## src/hdl/i32lp_pkg.sv

```systemverilog
package i32lp_pkg;

    localparam int unsigned CharW  = 8;
    localparam int unsigned ValueW = 32;
    localparam int unsigned CountW = 4;
    localparam int unsigned HexMaxDigits = 8;

    localparam logic [CharW-1:0] CHAR_ZERO  = 8'h30;
    localparam logic [CharW-1:0] CHAR_PLUS  = 8'h2B;
    localparam logic [CharW-1:0] CHAR_MINUS = 8'h2D;
    localparam logic [CharW-1:0] CHAR_X_LO  = 8'h78;
    localparam logic [CharW-1:0] CHAR_X_UP  = 8'h58;

    localparam logic STATUS_OK  = 1'b0;
    localparam logic STATUS_BAD = 1'b1;

    typedef struct packed {
        logic [CharW-1:0] char_code;
        logic             last_char;
    } beat_t;

    typedef struct packed {
        logic  valid;
        beat_t beat;
    } stage_t;

    function automatic logic is_dec(input logic [CharW-1:0] c);
        return (c inside {[8'h30:8'h39]});
    endfunction

    // bit 4 set means not a hex digit
    function automatic logic [4:0] hex_val(input logic [CharW-1:0] c);
        logic [4:0] h;
        h = 5'h10;
        if (c inside {[8'h30:8'h39]})
        begin
            h = {1'b0, c[3:0]};
        end
        else if ((c inside {[8'h61:8'h66]}) || (c inside {[8'h41:8'h46]}))
        begin
            h = {1'b0, c[3:0]} + 5'd9;
        end
        return h;
    endfunction

endpackage

```

## src/hdl/i32lp_fsm.sv

```systemverilog
module i32lp_fsm (
    input  logic                          clk,
    input  logic                          rst_n,
    input  i32lp_pkg::stage_t             stage,
    output logic                          take,
    output logic                          out_valid,
    input  logic                          out_ready,
    output logic [i32lp_pkg::ValueW-1:0]  value_bits,
    output logic                          status
);
    import i32lp_pkg::*;

    typedef enum logic [2:0] {
        PH_START,
        PH_SIGN,
        PH_ZERO,
        PH_PREFIX,
        PH_HEX,
        PH_DEC,
        PH_ERROR
    } phase_t;

    phase_t              phase_reg, phase_next;
    logic [ValueW-1:0]   acc_reg, acc_next;
    logic                neg_reg, neg_next;
    logic [CountW-1:0]   count_reg, count_next;
    logic                out_valid_reg;
    logic [ValueW-1:0]   value_reg;
    logic                status_reg;

    logic [CharW-1:0]    c;
    logic [4:0]          h;
    logic [ValueW-1:0]   d;
    logic [ValueW-1:0]   acc_x10;
    logic [ValueW-1:0]   signed_digit;
    logic [ValueW-1:0]   dec_next;

    assign c = stage.beat.char_code;
    assign h = hex_val(c);
    assign d = ValueW'(c[3:0]);
    assign acc_x10 = {acc_reg[ValueW-4:0], 3'b000} + {acc_reg[ValueW-2:0], 1'b0};
    // negative literals accumulate as negative values, same bits mod 2^32
    assign signed_digit = neg_reg ? (ValueW'(0) - d) : d;
    assign dec_next = neg_reg ? (acc_x10 - d) : (acc_x10 + d);

    // a last beat needs the result register free
    assign take = stage.valid && (!stage.beat.last_char || !out_valid_reg || out_ready);

    always_comb
    begin
        phase_next = phase_reg;
        acc_next   = acc_reg;
        neg_next   = neg_reg;
        count_next = count_reg;
        case (phase_reg)
            PH_START:
            begin
                if (c == CHAR_ZERO)
                begin
                    acc_next   = '0;
                    phase_next = PH_ZERO;
                end
                else if (is_dec(c))
                begin
                    acc_next   = d;
                    phase_next = PH_DEC;
                end
                else if (c == CHAR_PLUS)
                begin
                    neg_next   = 1'b0;
                    phase_next = PH_SIGN;
                end
                else if (c == CHAR_MINUS)
                begin
                    neg_next   = 1'b1;
                    phase_next = PH_SIGN;
                end
                else
                begin
                    phase_next = PH_ERROR;
                end
            end
            PH_SIGN:
            begin
                if (is_dec(c))
                begin
                    acc_next   = signed_digit;
                    phase_next = PH_DEC;
                end
                else
                begin
                    phase_next = PH_ERROR;
                end
            end
            PH_ZERO:
            begin
                if (is_dec(c))
                begin
                    acc_next   = d;
                    phase_next = PH_DEC;
                end
                else if (c == CHAR_X_LO || c == CHAR_X_UP)
                begin
                    phase_next = PH_PREFIX;
                end
                else
                begin
                    phase_next = PH_ERROR;
                end
            end
            PH_PREFIX:
            begin
                if (!h[4])
                begin
                    acc_next   = ValueW'(h[3:0]);
                    count_next = CountW'(1);
                    phase_next = PH_HEX;
                end
                else
                begin
                    phase_next = PH_ERROR;
                end
            end
            PH_HEX:
            begin
                if (!h[4] && count_reg < CountW'(HexMaxDigits))
                begin
                    acc_next   = {acc_reg[ValueW-5:0], h[3:0]};
                    count_next = count_reg + CountW'(1);
                end
                else
                begin
                    phase_next = PH_ERROR;
                end
            end
            PH_DEC:
            begin
                if (is_dec(c))
                begin
                    acc_next = dec_next;
                end
                else
                begin
                    phase_next = PH_ERROR;
                end
            end
            default:
            begin
                phase_next = PH_ERROR;
            end
        endcase
    end

    always_ff @(posedge clk or negedge rst_n)
    begin
        if (!rst_n)
        begin
            phase_reg     <= PH_START;
            acc_reg       <= '0;
            neg_reg       <= 1'b0;
            count_reg     <= '0;
            out_valid_reg <= 1'b0;
            value_reg     <= '0;
            status_reg    <= STATUS_OK;
        end
        else
        begin
            if (out_ready && !(take && stage.beat.last_char))
            begin
                out_valid_reg <= 1'b0;
            end
            if (take)
            begin
                if (stage.beat.last_char)
                begin
                    phase_reg     <= PH_START;
                    acc_reg       <= '0;
                    neg_reg       <= 1'b0;
                    count_reg     <= '0;
                    out_valid_reg <= 1'b1;
                    if (phase_next == PH_ZERO || phase_next == PH_HEX
                        || phase_next == PH_DEC)
                    begin
                        value_reg  <= acc_next;
                        status_reg <= STATUS_OK;
                    end
                    else
                    begin
                        value_reg  <= '0;
                        status_reg <= STATUS_BAD;
                    end
                end
                else
                begin
                    phase_reg <= phase_next;
                    acc_reg   <= acc_next;
                    neg_reg   <= neg_next;
                    count_reg <= count_next;
                end
            end
        end
    end

    assign out_valid  = out_valid_reg;
    assign value_bits = value_reg;
    assign status     = status_reg;

`ifndef NO_ASSERTIONS
    a_hex_count: assert property (@(posedge clk) disable iff (!rst_n)
        phase_reg == PH_HEX |-> (count_reg != '0 && count_reg <= CountW'(HexMaxDigits)))
        else $error("hex digit count out of range");

    a_bad_is_zero: assert property (@(posedge clk) disable iff (!rst_n)
        (out_valid_reg && status_reg == STATUS_BAD) |-> value_reg == '0)
        else $error("invalid result carries a value");

    a_restart: assert property (@(posedge clk) disable iff (!rst_n)
        (take && stage.beat.last_char) |=> (phase_reg == PH_START && count_reg == '0))
        else $error("parser did not restart after last beat");

    a_no_overwrite: assert property (@(posedge clk) disable iff (!rst_n)
        !(take && stage.beat.last_char && out_valid_reg && !out_ready))
        else $error("result overwritten while stalled");
`endif

endmodule

```

## src/hdl/int32_literal_parser_core.sv

```systemverilog
// integer literal parser, one character per beat
// input channel: in_valid/in_ready carry char_code and last_char; last_char
// marks the final character of a literal
// output channel: out_valid/out_ready carry value_bits and status, one beat
// per literal, given on its last character; status 1 means invalid format
// and then value_bits is zero
// accepted forms: 0x/0X with 1 to 8 hex digits, or optional sign and decimal
// digits; decimal wraps modulo 2^32
// path: a last character is held in the input register, then its result is
// loaded into the result register and shown on the output; a stall can come
// between the two while the result register is not yet free
// throughput: one character per cycle unless a last character waits; the
// parse update is a single shallow step from input register to parser state
// stall: while a result waits, the input register still takes characters that
// are not last; a last character waits in the input register until the
// result register frees, and in_ready drops only then
// reset: rst_n clears the input and result registers and returns the parser
// to the start of a literal
module int32_literal_parser_core (
    input  logic                          clk,
    input  logic                          rst_n,
    input  logic                          in_valid,
    output logic                          in_ready,
    input  logic [i32lp_pkg::CharW-1:0]   char_code,
    input  logic                          last_char,
    output logic                          out_valid,
    input  logic                          out_ready,
    output logic [i32lp_pkg::ValueW-1:0]  value_bits,
    output logic                          status
);
    import i32lp_pkg::*;

    stage_t stage_reg;
    logic   take;

    assign in_ready = !stage_reg.valid || take;

    always_ff @(posedge clk or negedge rst_n)
    begin
        if (!rst_n)
        begin
            stage_reg <= '0;
        end
        else
        begin
            if (in_valid && in_ready)
            begin
                stage_reg.valid          <= 1'b1;
                stage_reg.beat.char_code <= char_code;
                stage_reg.beat.last_char <= last_char;
            end
            else if (take)
            begin
                stage_reg.valid <= 1'b0;
            end
        end
    end

    i32lp_fsm u_fsm (
        .clk        (clk),
        .rst_n      (rst_n),
        .stage      (stage_reg),
        .take       (take),
        .out_valid  (out_valid),
        .out_ready  (out_ready),
        .value_bits (value_bits),
        .status     (status)
    );

endmodule
```

## config.mk

```make
export PLATFORM = sky130hd
export DESIGN_NAME = int32_literal_parser_core
export DESIGN_NICKNAME = d
export VERILOG_FILES = /design/src/hdl/i32lp_pkg.sv /design/src/hdl/i32lp_fsm.sv /design/src/hdl/int32_literal_parser_core.sv
export SDC_FILE = /design/constraint.sdc
export NUM_CORES = 1
export LEC_CHECK = 0
export BUFFER_PORTS_ARGS = -buffer_cell sky130_fd_sc_hd__buf_2
export CORE_UTILIZATION = 65
export CTS_CLUSTER_DIAMETER = 30
export DETAILED_ROUTE_END_ITERATION = 12
export PLACE_DENSITY = 0.84
export REMOVE_ABC_BUFFERS = 1
export SYNTH_ARGS = -nofsm -noshare
export SYNTH_HDL_FRONTEND = slang
export SYNTH_SLANG_ARGS = --single-unit
```

## constraint.sdc

```tcl
create_clock -name clk -period 12.1 [get_ports clk]
set_input_delay 1.815 -clock clk [delete_from_list [all_inputs] [get_ports clk]]
set_output_delay 1.815 -clock clk [all_outputs]
set_load 0.01 [all_outputs]
```

# Word-level counts from Yosys, hierarchy flattened
# Index checks and enable logic that the tools add are counted.
totals:
  register_bits: 84
  mem_bits_rw: 0
  input_bits: 13
  latch_bits: 0
  out_inout_bits: 35
  n_memories: 0
  rom_bits: 0
  wordCells: 109
op_classes:
  n_reduce_logical: 28
  n_shift: 0
  n_mul: 0
  n_div: 0
  n_mux: 41
  add_sub_neg: 6
  bitwise_logic: 0
  n_eq_ne: 17
  magnitude_cmp: 7
ops:
  columns: ["operator", "count"]
  rows:
  - ["32-bit 2-to-1 mux", 10]
  - ["32-bit case mux with 6 select lines", 1]
  - ["32-bit adder", 1]
  - ["32-bit by 4-bit adder with 32-bit output", 1]
  - ["32-bit by 4-bit subtractor with 32-bit output", 1]
  - ["3-bit 2-to-1 mux", 9]
  - ["8-bit by 6-bit equality test with 1-bit output (second input constant)", 3]
  - ["3-bit case mux with 6 select lines", 1]
  - ["8-bit by 7-bit equality test with 1-bit output (second input constant)", 2]
  - ["8-bit by 7-bit greater-or-equal comparator with 1-bit output (second input constant)", 2]
  - ["8-bit by 7-bit <= comparator with 1-bit output (second input constant)", 2]
  - ["3-bit equality test (second input constant)", 4]
  - ["1-bit 2-to-1 mux", 12]
  - ["4-bit 2-to-1 mux", 3]
  - ["5-bit 2-to-1 mux", 2]
  - ["3-bit by 2-bit equality test with 1-bit output (second input constant)", 3]
  - ["8-bit by 6-bit greater-or-equal comparator with 1-bit output (second input constant)", 1]
  - ["8-bit by 6-bit <= comparator with 1-bit output (second input constant)", 1]
  - ["1-bit logical AND", 8]
  - ["4-bit case mux with 2 select lines", 1]
  - ["1-bit logical OR", 7]
  - ["3-bit nonzero test", 2]
  - ["4-bit by 4-bit adder with 5-bit output (second input constant)", 1]
  - ["1-bit zero test", 5]
  - ["other kinds (13)", 16]

# Logic depth before layout (Yosys ltp)
logic_depth:
  word_depth: 13
  ltp_mapped: 16
  ltp_nobuf: 14

# Modules after synthesis
# Synthesis repeated with hierarchy kept, for this count alone.
hier_totals:
  cells_unflattened: 1012
  hier_area_um2: 7978.9
modules_own_cells:
  columns: ["mod", "instances", "area_per_inst_um2", "cells_each"]
  rows:
  - ["i32lp_fsm", 1, 7553.5, 990]
  - ["int32_literal_parser_core", 1, 425.4, 22]

# Least setup slack after synthesis
# OpenSTA, ideal clock, no wires.
synth_path:
  path_kind: "register -> register"
  from: "reg u_fsm.acc_reg[0]"
  to: "reg u_fsm.acc_reg[30]"
  path_slack_ns: 8.081
  path_stages_with_launch: 15
  t_arrival_ns: 3.893
  n_path_buf: 0
  path_cell_list: "dfrtp_1 ha_1 fa_1 a21oi_1 o221ai_1 a41oi_1 xor2_1 or3_1 or4_1 o32a_4 a22oi_2 o311ai_2 a221oi_2 nor2_1 a221o_1"
synth_via:
  elab_chain_len: 6
  word_cells_on_any_way: 7
synth_rtl:
  columns: ["item", "line", "source"]
  rows:
  - ["from (decl)", "i32lp_fsm.sv:24", "logic [ValueW-1:0] acc_reg, acc_next;"]
  - ["from (signal assigned)", "i32lp_fsm.sv:196", "acc_reg <= acc_next;"]
  - ["32-bit adder *", "i32lp_fsm.sv:41", "assign acc_x10 = {acc_reg[ValueW-4:0], 3'b000} + {acc_reg[ValueW-2:0], 1'b0};"]
  - ["32-bit by 4-bit adder with 32-bit output / 32-bit by 4-bit subtractor with 32-bit output (equally long branches)", "i32lp_fsm.sv:44", "assign dec_next = neg_reg ? (acc_x10 - d) : (acc_x10 + d);"]
  - ["32-bit 2-to-1 mux *", "i32lp_fsm.sv:44", null]
  - ["32-bit 2-to-1 mux *", "i32lp_fsm.sv:138", "if (is_dec(c))"]
  - ["32-bit case mux with 6 select lines *", "i32lp_fsm.sv:55", "case (phase_reg)"]
  - ["32-bit 2-to-1 mux *", "i32lp_fsm.sv:174", "if (stage.beat.last_char)"]
# Mark *: on every way between the ends. The rest lies on a longest branch, timed or not.
# A chain may end at the register's enable or synchronous reset.

# Worst setup path in the final report
layout_path:
  from: "reg u_fsm.acc_reg[0]"
  to: "reg u_fsm.value_reg[29] (netlist: u_fsm.value_bits[29])"
layout_via:
  elab_chain_len: 6
  word_cells_on_any_way: 7
layout_rtl:
  columns: ["item", "line", "source"]
  rows:
  - ["32-bit adder *", "i32lp_fsm.sv:41", null]
  - ["32-bit by 4-bit adder with 32-bit output / 32-bit by 4-bit subtractor with 32-bit output (equally long branches)", "i32lp_fsm.sv:44", null]
  - ["32-bit 2-to-1 mux *", "i32lp_fsm.sv:44", null]
  - ["32-bit 2-to-1 mux *", "i32lp_fsm.sv:138", null]
  - ["32-bit case mux with 6 select lines *", "i32lp_fsm.sv:55", null]
  - ["32-bit 2-to-1 mux *", "i32lp_fsm.sv:181", "if (phase_next == PH_ZERO || phase_next == PH_HEX"]
  - ["to (signal assigned)", "i32lp_fsm.sv:184", "value_reg <= acc_next;"]
  - ["to (decl)", "i32lp_fsm.sv:28", "logic [ValueW-1:0] value_reg;"]
# Marks and branches as above.

==> reports/qor.txt <==
pin count of the biggest net entering global routing = 59
WL met1 = 9.81 mm
P_leak = 3.78 nW
Routed met3 length = 2.09 mm
GPL Wtd Cong = 0.982
sequential fraction of the synthesis area = 0.260
first-pass GRT wire length = 39.9 mm
setup ws final = 7.43 ns
die area = 12900 um^2
Cell Rows = 40
max-cap violations = 0
final max-slew violation count = 0
WL met2 = 11.8 mm
post-DR vias/cell = 6.93
Power Dens Cells = 157 nW/um^2
Synth Flop Type = dfrtp_1
Post-Syn Area = 8090 um^2
Die Height = 114 um
H-tree depth = 3
Skew-Pair Late Insertion Delay = 0.35 ns
via count = 8446
post-synthesis instance total = 1034
CTS root buf = clkbuf_16
Tcrit/Tclk final = 0.386
Tmin final = 4.67 ns
status = finished, final reports clean
Fmax = 214 MHz
Netlist cell types = 87
Residual DRC = 0
relative slew slack = 0.263
Peak supply drop = 0.148 mV
Max Root-Sink Buffers = 2
P&R area growth vs syn = 7.47%
# hold bufs at CTS = 0
Max Used Layer = met4
Worst EP arrival = 4.91 ns
GRT overflow = 0
Clock power frac = 0.224
combinational share of power = 0.487
Req. time, crit path = 12.34 ns
fin util = 0.721
total CTS buffers = 9
Fin Setup TNS = 0 ns
Sw Share = 0.448
Post-CTS Resized = 0
WS Path Type = flop to flop
mean routed wirelength per cell = 20.6 um
post-CTS setup buffer count = 0
Internal = 0.756 mW
RSZ-0062 raised after global routing = no
CTS sink count = 84
GRT Util Overall = 0.396
Final HPWL DP = 18.4 mm
layout cells sized above 1 = 0.107
TritonCTS clock tree = done
Synth area leader = dfrtp_1
dpl ws = 7.54 ns
syn_area_per_cell = 7.82 um^2
initial antenna violation count = 0
Psw = 0.613 mW
Worst Tran Pin Value = 1.10 ns
final setup skew = 0.00984 ns
crit-path max FO = 7
Core ar. = 12100 um^2
CP Capture Type = flop
I/O Pins = 48
Syn. warnings = 0
Clock transition at path regs = 0.07 ns
vias in the first global route = 7823
synth top area cells = dfrtp_1 (26%), o21ai_0 (6.6%), nand2_1 (6.6%), ha_1 (6.0%), a21oi_1 (4.6%)
Hold Crit Class = flop to flop
EDFF count, synth = 0
Filler cells = 1004
initial core utilization = 0.671
startpoint class of the critical path = flop
initial drt markers = 900
Flop pwr share = 0.289
Die X = 114 um
Antenna Nets Post-Route = 0
Final Hold Viols = 0
Yosys reg bits = 84
setup violators final = 0
nets = 1101
port bufs = 47
drt pass-1 iters = 6
Yosys top cell area share = 0.260
ys async rst share = 1.00
Post-Route WL = 25.1 mm
ANT cells = 0
==> synthesized netlist by cell type, drive strengths merged (19+ instances only) <==
master / instances
clkbuf: 40
nand4: 19
inv: 23
a22o: 39
nand3: 21
o21ai: 110
dfrtp: 84
a21o: 22
nand2: 142
nor2: 77
a21oi: 76
ha: 39
nor3: 22
xnor2: 33
==> metrics by stage <==
stage | hold WS [ns] | instance area, um^2 | power [mW] | std cells
2_1_floorplan | 0.476 | 7860 | 0.852 | 980
5_1_grt | 0.496 | 8690 | 1.44 | 1219
3_3_place_gp | 0.446 | 8370 | 1.03 | 1203
3_5_place_dp | 0.456 | 8370 | 1.05 | 1203
4_1_cts | 0.472 | 8690 | 1.35 | 1219
6_report | 0.463 | 8690 | 1.37 | 1219
==> cell usage in the layout (no fill, tap or decap), types with 23 or more instances in the layout <==
cell type / n
dfrtp_1: 84
ha_1: 39
nor2_1: 76
a22o_1: 39
inv_1: 23
a21oi_1: 73
o21ai_0: 107
buf_2: 46
xnor2_1: 33
nand2_1: 142
==> cells by family after synthesis <==
| group | after synthesis | share of synthesized area |
|---|---|---|
| AOI/OAI and AO/OA | 384 | 0.329 |
| muxes | 22 | 0.0291 |
| adders and majority gates | 42 | 0.0677 |
| buffers and inverters | 78 | 0.0402 |
| xor gates and xnor gates | 44 | 0.0476 |
| DFF | 84 | 0.260 |
| and+or+nand+nor | 380 | 0.227 |
==> power groups by stage <==
stage / logic, mW / registers (mW) / clock network [mW]
after floorplan: 0.471 / 0.381 / 0
after global placement: 0.638 / 0.396 / 0
after detailed placement: 0.648 / 0.398 / 0
after CTS: 0.652 / 0.393 / 0.306
after global routing: 0.726 / 0.401 / 0.314
final: 0.666 / 0.396 / 0.306
==> per-layer routing <==
metal | vias up | track usage
met4 | 0 | 0.205
li1 | 3920 | -
met1 | 3957 | 0.484
met5 | - | 0
met2 | 459 | 0.669
met3 | 110 | 0.0717
==> final timing paths <==
kind | start | endpoint | slack, ns | depth (start not counted)
setup / recovery | u_fsm.acc_reg[0] | u_fsm.value_bits[29] | 7.43 | 13
hold / removal | u_fsm.value_bits[2] | u_fsm.value_bits[2] | 0.46 | 2
setup reg to reg | u_fsm.acc_reg[0] | u_fsm.value_bits[29] | 7.43 | 13
hold reg to reg | u_fsm.value_bits[2] | u_fsm.value_bits[2] | 0.46 | 2
max in group asynchronous | rst_n | u_fsm.acc_reg[1] | 9.67 | 2
min in group asynchronous | rst_n | u_fsm.value_bits[16] | 1.37 | 1
==> area by class of cell <==
cell class / instances / area (um^2) / area share
inverters: 24 / 90.1 / 0.0104
well taps: 168 / 210 / 0.0242
flip-flops and latches: 84 / 2100 / 0.242
clock buffers: 11 / 243 / 0.0279
clock inverters: 5 / 82.6 / 0.00950
repair buffers: 55 / 298 / 0.0342
multi-input cells: 872 / 5670 / 0.652
==> critical path, stage by stage, from the launching register on <==
cell and delay (ns):
dfrtp_1 0.45, ha_1 0.27, fa_1 0.48, a21o_1 0.22
a221oi_1 0.34, o21ai_0 0.25, a31o_2 0.31, xor2_1 0.44
nand3_1 0.22, or4_1 0.60, o41ai_1 0.42, xor2_1 0.19
o211ai_1 0.12, a22o_1 0.23
Power figures use the tool's default switching activity.
